### src/rtl/core/mqd_pkg.sv
// Shared types, constants and probability tables for the MQ decoder.
package mqd_pkg;

    localparam int NUM_CONTEXTS = 32;
    localparam int BUF_BYTES    = 4096;

    localparam int BUF_AW  = $clog2(BUF_BYTES);
    localparam int CNT_W   = BUF_AW + 1;
    localparam int CTX_AW  = $clog2(NUM_CONTEXTS);
    localparam int ENTRY_W = 7;

    localparam logic [1:0] OP_DECODE = 2'd0;
    localparam logic [1:0] OP_APPEND = 2'd1;
    localparam logic [1:0] OP_SET    = 2'd2;
    localparam logic [1:0] OP_START  = 2'd3;

    localparam logic [23:0] INTERVAL_MIN = 24'h800000;
    localparam logic [5:0]  LAST_STATE   = 6'd46;
    localparam logic [8:0]  BYTE_FF      = 9'h0FF;
    localparam logic [7:0]  MARKER_MIN   = 8'h8F;
    localparam logic [4:0]  MAX_SHIFTS   = 5'd24;

    typedef struct packed {
        logic [1:0] op;
        logic [4:0] context_index;
        logic [7:0] code_byte;
        logic [5:0] prob_index;
        logic       mps_bit;
    } t_in_item;

    typedef struct packed {
        logic        decision;
        logic [15:0] marker_count;
    } t_out_item;

    typedef struct packed {
        logic               rd_en;
        logic [CTX_AW-1:0]  rd_addr;
        logic               wr_en;
        logic [CTX_AW-1:0]  wr_addr;
        logic [ENTRY_W-1:0] wr_data;
    } t_ctx_req;

    typedef struct packed {
        logic              rd_en;
        logic [BUF_AW-1:0] rd_addr;
        logic              wr_en;
        logic [BUF_AW-1:0] wr_addr;
        logic [7:0]        wr_data;
    } t_byte_req;

    localparam logic [15:0] QE_TAB [0:46] = '{
        16'h5601, 16'h3401, 16'h1801, 16'h0AC1, 16'h0521, 16'h0221, 16'h5601, 16'h5401,
        16'h4801, 16'h3801, 16'h3001, 16'h2401, 16'h1C01, 16'h1601, 16'h5601, 16'h5401,
        16'h5101, 16'h4801, 16'h3801, 16'h3401, 16'h3001, 16'h2801, 16'h2401, 16'h2201,
        16'h1C01, 16'h1801, 16'h1601, 16'h1401, 16'h1201, 16'h1101, 16'h0AC1, 16'h09C1,
        16'h08A1, 16'h0521, 16'h0441, 16'h02A1, 16'h0221, 16'h0141, 16'h0111, 16'h0085,
        16'h0049, 16'h0025, 16'h0015, 16'h0009, 16'h0005, 16'h0001, 16'h5601
    };

    localparam logic [5:0] NMPS_TAB [0:46] = '{
        6'd1,  6'd2,  6'd3,  6'd4,  6'd5,  6'd38, 6'd7,  6'd8,  6'd9,  6'd10,
        6'd11, 6'd12, 6'd13, 6'd29, 6'd15, 6'd16, 6'd17, 6'd18, 6'd19, 6'd20,
        6'd21, 6'd22, 6'd23, 6'd24, 6'd25, 6'd26, 6'd27, 6'd28, 6'd29, 6'd30,
        6'd31, 6'd32, 6'd33, 6'd34, 6'd35, 6'd36, 6'd37, 6'd38, 6'd39, 6'd40,
        6'd41, 6'd42, 6'd43, 6'd44, 6'd45, 6'd45, 6'd46
    };

    localparam logic [5:0] NLPS_TAB [0:46] = '{
        6'd1,  6'd6,  6'd9,  6'd12, 6'd29, 6'd33, 6'd6,  6'd14, 6'd14, 6'd14,
        6'd17, 6'd18, 6'd20, 6'd21, 6'd14, 6'd14, 6'd15, 6'd16, 6'd17, 6'd18,
        6'd19, 6'd19, 6'd20, 6'd21, 6'd22, 6'd23, 6'd24, 6'd25, 6'd26, 6'd27,
        6'd28, 6'd29, 6'd30, 6'd31, 6'd32, 6'd33, 6'd34, 6'd35, 6'd36, 6'd37,
        6'd38, 6'd39, 6'd40, 6'd41, 6'd42, 6'd43, 6'd46
    };

    // MPS flips on an LPS only in the three equiprobable entry states
    function automatic logic swap_mps(input logic [5:0] idx);
        swap_mps = (idx == 6'd0) || (idx == 6'd6) || (idx == 6'd14);
    endfunction

endpackage

### src/rtl/core/mqd_ctx_ram.sv
// Context state memory: probability index and MPS per context, zero after reset.
module mqd_ctx_ram (
    input  logic                              i_clk,
    input  logic                              i_rst_n,
    input  mqd_pkg::t_ctx_req                 i_req,
    output logic [mqd_pkg::ENTRY_W-1:0]       o_rd_data
);
    import mqd_pkg::*;

    logic [ENTRY_W-1:0]      mem [0:NUM_CONTEXTS-1];
    logic [NUM_CONTEXTS-1:0] r_valid;
    logic [ENTRY_W-1:0]      r_rd_data;
    logic                    r_rd_valid;

    always_ff @(posedge i_clk) begin
        if (i_req.wr_en) begin
            mem[i_req.wr_addr] <= i_req.wr_data;
        end
        if (i_req.rd_en) begin
            r_rd_data <= mem[i_req.rd_addr];
        end
    end

    // unwritten entries read as zero
    always_ff @(posedge i_clk) begin
        if (!i_rst_n) begin
            r_valid    <= '0;
            r_rd_valid <= 1'b0;
        end else begin
            if (i_req.wr_en) begin
                r_valid[i_req.wr_addr] <= 1'b1;
            end
            if (i_req.rd_en) begin
                r_rd_valid <= r_valid[i_req.rd_addr];
            end
        end
    end

    assign o_rd_data = r_rd_valid ? r_rd_data : '0;

endmodule

### config.mk
export PLATFORM = sky130hd
export DESIGN_NAME = mqd_ctx_ram
export DESIGN_NICKNAME = d
export VERILOG_FILES = /design/src/rtl/core/mqd_pkg.sv /design/src/rtl/core/mqd_ctx_ram.sv
export SDC_FILE = /design/constraint.sdc
export NUM_CORES = 1
export LEC_CHECK = 0
export BUFFER_PORTS_ARGS = -buffer_cell sky130_fd_sc_hd__buf_2
export CORE_UTILIZATION = 40
export CTS_CLUSTER_SIZE = 8
export DETAILED_ROUTE_END_ITERATION = 7
export GPL_ROUTABILITY_DRIVEN = 0
export GPL_TIMING_DRIVEN = 1
export PLACE_DENSITY = 0.62
export SLEW_MARGIN = 20
export SYNTH_ARGS = -nofsm -noshare
export SYNTH_HDL_FRONTEND = slang
export SYNTH_SLANG_ARGS = --single-unit
### constraint.sdc
create_clock -name i_clk -period 2.2 [get_ports i_clk]
set_input_delay 0.44 -clock i_clk [delete_from_list [all_inputs] [get_ports i_clk]]
set_output_delay 0.44 -clock i_clk [all_outputs]
set_load 0.05 [all_outputs]
* After elaboration in Yosys (flattened, before gate mapping)
Memories as Yosys holds them, arrays and structs flattened. A register that Yosys moved wholly into a read port is not among the register bits.
Index checks and enable logic that the tools add are counted.
W data, S select, Z words.
** Word-level totals
- Memories :: 1
- Flip-flop bits (word level) :: 33
- Word-level logic and storage cells :: 15
- Input bits :: 21
- Output and inout port bits :: 7
- Memory bits (writable) :: 224
** Memories
- mem :: depth 32, width 7, rd ports 1, clocked after memory_dff 1, wr ports 1, line mqd_ctx_ram.sv:10 : logic [ENTRY_W-1:0] mem [0:NUM_CONTEXTS-1];
** Cells by class
- Reductions and logical operators :: 1
- Multiplexer cells :: 7
- Magnitude comparators :: 3
- Bitwise logic cells :: 1
** Operators with widths (count)
- $or A32 B32 Y32 :: 1
- $lt A5 B6 Y1 const B :: 2
- $mux W7 :: 1
- $bmux W1 S5 :: 1
- $demux W1 S5 :: 1
- $ge A5 B1 Y1 const B :: 1
- $mux W1 :: 4
- $logic_and A1 B1 Y1 :: 1

* Depth between registers and ports, before layout
- Word-level depth :: 5
- Mapped depth :: 8
- Gate-level depth less buffers :: 5

* Least setup slack after synthesis
No wires, ideal clock.
- Path kind :: input to register
- Start :: input port i_req[14] (netlist bit)
- End :: register r_rd_data[6] (read register of mem), data pin
- Cell stages on the path :: 5
- Arrival time :: 2.000 ns
- Path slack :: -0.060 ns
- Buffers on the path :: 2
- Data required time :: 1.940 ns
- Cells stage by stage :: clkbuf_1 > clkbuf_1 > mux4_2 > mux4_2 > mux2_2
** RTL lines
- start: declaration :: line mqd_ctx_ram.sv:5 : input mqd_pkg::t_ctx_req i_req,
- end: declaration :: line mqd_ctx_ram.sv:12 : logic [ENTRY_W-1:0] r_rd_data;

==> parameters.txt <==
Parameter                              Value

Critical path
  Worst-path fanout max    13
  CP Launch Type    input port
  Logic depth of the worst register-to-register path    3
  Crit path required time    2.45 ns
  Endpoint kind of the worst setup timing path    flop
  Slowest stage cell on the critical path    sky130_fd_sc_hd__mux4_2
  Reg-to-Reg Start    mem[26][5]
  Start-to-end type of the worst setup path    in2reg
  WP data arrival    2.24 ns
  Worst reg-to-reg setup slack    0.24 ns
  Sequence of cells on the critical path    buf_4 -> buf_12 -> buf_4 -> mux4_2 -> mux4_2 -> mux2_2
  Capturing point of the worst reg2reg path    r_rd_data[5]
  CP peak stage delay    0.53 ns

Yosys
  Most used DFF post-synth    sky130_fd_sc_hd__edfxtp_1
  Instance count of the mapped netlist    492
  Synthesized Nets    513
  Yosys warnings    0
  Cell Area, Synth    10180 um2
  Multiplexer fraction of the synthesized cell area    17.84%
  Number of storage elements in the synthesis netlist    264
  XOR/XNOR Fraction of Synth Area    0%
  Adder-cell share of the synthesized area    0%
  Avg Cell Area, Syn    20.68 um2
  Count of distinct cell types in the synthesized netlist    26
  Main combinational cell family by area after synthesis    multiplexers
  Async S/R FF share, synth    0%
  Share of synthesized area occupied by flip-flops and latches    74.66%
  Area fraction in compound gates after synthesis    2.988%
  Simple-gate share of the synthesized area    3.258%
  Number of synthesized flops with an enable pin    231

STA
  Tcrit/Tclk final    90.54%
  Setup-failing EPs final    0
  Count of final max-slew check failures    0
  Highest clock rate    0.5021 GHz
  Worst slew slack as a fraction of its limit    57.97%
  Slew at the pin with the worst max-slew slack    0.6305 ns
  Hold violation total from the final report    0
  RSZ-0062 raised after global routing    false
  Worst Clk Skew    0.01541 ns
  Clock period minus final worst setup slack    1.992 ns

Pwr
  Cell Pwr Density    943.6 nW/um2
  Largest vdd supply drop    0.0005251 V
  Final total power    11.54 mW
  Leak Pwr    4.074 nW

Layout
  Share of cells above drive strength 1    32.58%
  Filler cell count    2033
  Commonest cells after routing, fill and taps aside    sky130_fd_sc_hd__edfxtp_1, sky130_fd_sc_hd__mux4_2, sky130_fd_sc_hd__buf_4, sky130_fd_sc_hd__clkbuf_16, sky130_fd_sc_hd__nor2_1
  Leading cell type in the layout, fill and taps excluded    sky130_fd_sc_hd__edfxtp_1
  Growth of design area from synthesis to finish    20.20%
  Final nets    608
  Area of all placed cells without fillers    12230 um2
  Ant. Diodes    0

Clock network
  PostCTS Resize Cnt    0
  Root cell of the clock tree    sky130_fd_sc_hd__clkbuf_16
  H-tree level count    2
  Clk buf depth    3
  Total CTS buffers    38
  Clock tree from TritonCTS    yes
  Count of buffers added by post-CTS timing repair for setup    0
  Clock transition at the registers of the reported paths    0.05 ns
  Cts-stage hold buffer count    0
  Clock latency of the later-clocked register in the worst-skew pair    0.51 ns
  Clock sink total    264

Global routing
  Number of global-route vias before repair    5395
  GRT Total Usage    18.05%
  Pin count of the biggest net entering global routing    33
  Wire length of the first global-routing pass    33830 um
  Number of antenna violations at the first check in global routing    0
  Total congestion overflow after global routing    0

Min path
  Hold Path Depth    2
  Hold wc startpoint    i_rst_n
  Min-delay worst type    in2reg
  Endpoint of the worst hold-timing path    r_valid[18]

Die
  Num rows    58
  Die area    26080 um2
  Die outline width    161.5 um
  Die extent in y    161.5 um
  Starting Density    40.64%
  Core Box Area    25040 um2
  Boundary Pins    28

Placement
  Cell area after placement    11100 um2
  Port bufs    27
  Placed wire-length estimate    14260 um

Routing
  Number of nets still failing antenna checks after routing    0
  Detailed-router iteration count before antenna repair    4
  Number of DRC violations after detailed routing    0
  Number of vias per cell    5.394
  Vias    5108
  Number of design-rule violations left by the first detailed-router iteration    322
  Post-DR wirelength/cell    23.66 um
  Final WL    22410 um

Run
  Total of max-cap violations    0

Outcome
  Status    finished, final reports clean
-- state kept, by name, indices dropped and copies added, names as in the netlist --
name and flops:
r_rd_data 7, r_rd_valid 1, mem 224, r_valid 32
-- through the flow --
| step | utilization, % | cells | worst slack (ns) | hold slack, ns | TNS [ns] |
|---|---|---|---|---|---|
| floorplan | - | 492 | 0.005157 | 0.4400 | 0 |
| global placement | 44.32 | 877 | -0.3205 | 0.4479 | -1.959 |
| detailed placement | 44.32 | 877 | -0.3296 | 0.4530 | -2.030 |
| CTS | 48.86 | 947 | 0.1866 | 0.2922 | 0 |
| global route | 48.86 | 947 | 0.1620 | 0.3110 | 0 |
| finish | 48.86 | 947 | 0.2082 | 0.3123 | 0 |
-- worst max-delay path: cells and delay by family --
family | cells | cell delay, ns
multiplexers | 3 | 1.33
buffers and inverters | 3 | 0.45
-- power breakdown --
group	switching [mW]	internal (mW)	total, mW
clock network	1.96	3.44	5.39
registers	0.0231	5.53	5.56
logic	0.332	0.261	0.593
-- logic make-up after synthesis --
logic type,Yosys count
DFF,264
buffers and inverters,25
and+or+nand+nor,68
AOI/OAI and AO/OA,42
muxes,93
-- routing by layer --
layer	part of all wire [%]	up-vias	global-route usage, %
met5	0	-	0
met4	1.9	0	5.961
met3	5.8	31	3.416
met2	48	161	28.19
met1	44	2696	25.60
li1	-	2220	-
-- final cells by class --
cell class	instances	area (um2)	share of cell area, %
Sequential cell	264	7597	62.11
Tap cell	330	412.9	3.376
Multi-Input combinational cell	203	2451	20.04
Clock buffer	70	1135	9.278
Timing Repair Buffer	80	635.6	5.196
-- Yosys cell counts, types with 6 or more instances --
| cell | instances | area [um2] |
|---|---|---|
| sky130_fd_sc_hd__and2_1 | 8 | 50.05 |
| sky130_fd_sc_hd__buf_4 | 6 | 45.04 |
| sky130_fd_sc_hd__clkbuf_1 | 14 | 52.55 |
| sky130_fd_sc_hd__dfxtp_1 | 33 | 660.6 |
| sky130_fd_sc_hd__edfxtp_1 | 231 | 6937 |
| sky130_fd_sc_hd__mux2_2 | 7 | 78.83 |
| sky130_fd_sc_hd__mux2i_1 | 16 | 160.2 |
| sky130_fd_sc_hd__mux4_2 | 70 | 1577 |
| sky130_fd_sc_hd__nand2_1 | 6 | 22.52 |
| sky130_fd_sc_hd__nand3_1 | 6 | 30.03 |
| sky130_fd_sc_hd__nor2_1 | 34 | 127.6 |
| sky130_fd_sc_hd__o21a_1 | 32 | 240.2 |
-- worst max path at each step --
| stage | startpoint | to | slack, ns | cells past startpoint |
|---|---|---|---|---|
| 3_5_place_dp | i_req[13] | r_rd_data[2] | -0.33 | 6 |
| 5_1_grt | i_req[13] | r_rd_data[6] | 0.16 | 6 |
| 2_1_floorplan | i_req[13] | r_rd_data[3] | 0.005 | 5 |
| 4_1_cts | i_req[13] | r_rd_data[2] | 0.19 | 6 |
| 3_3_place_gp | i_req[13] | r_rd_data[6] | -0.32 | 6 |
| 6_report | i_req[13] | r_rd_data[2] | 0.21 | 6 |
No activity file was read; power rests on OpenSTA's default activity.
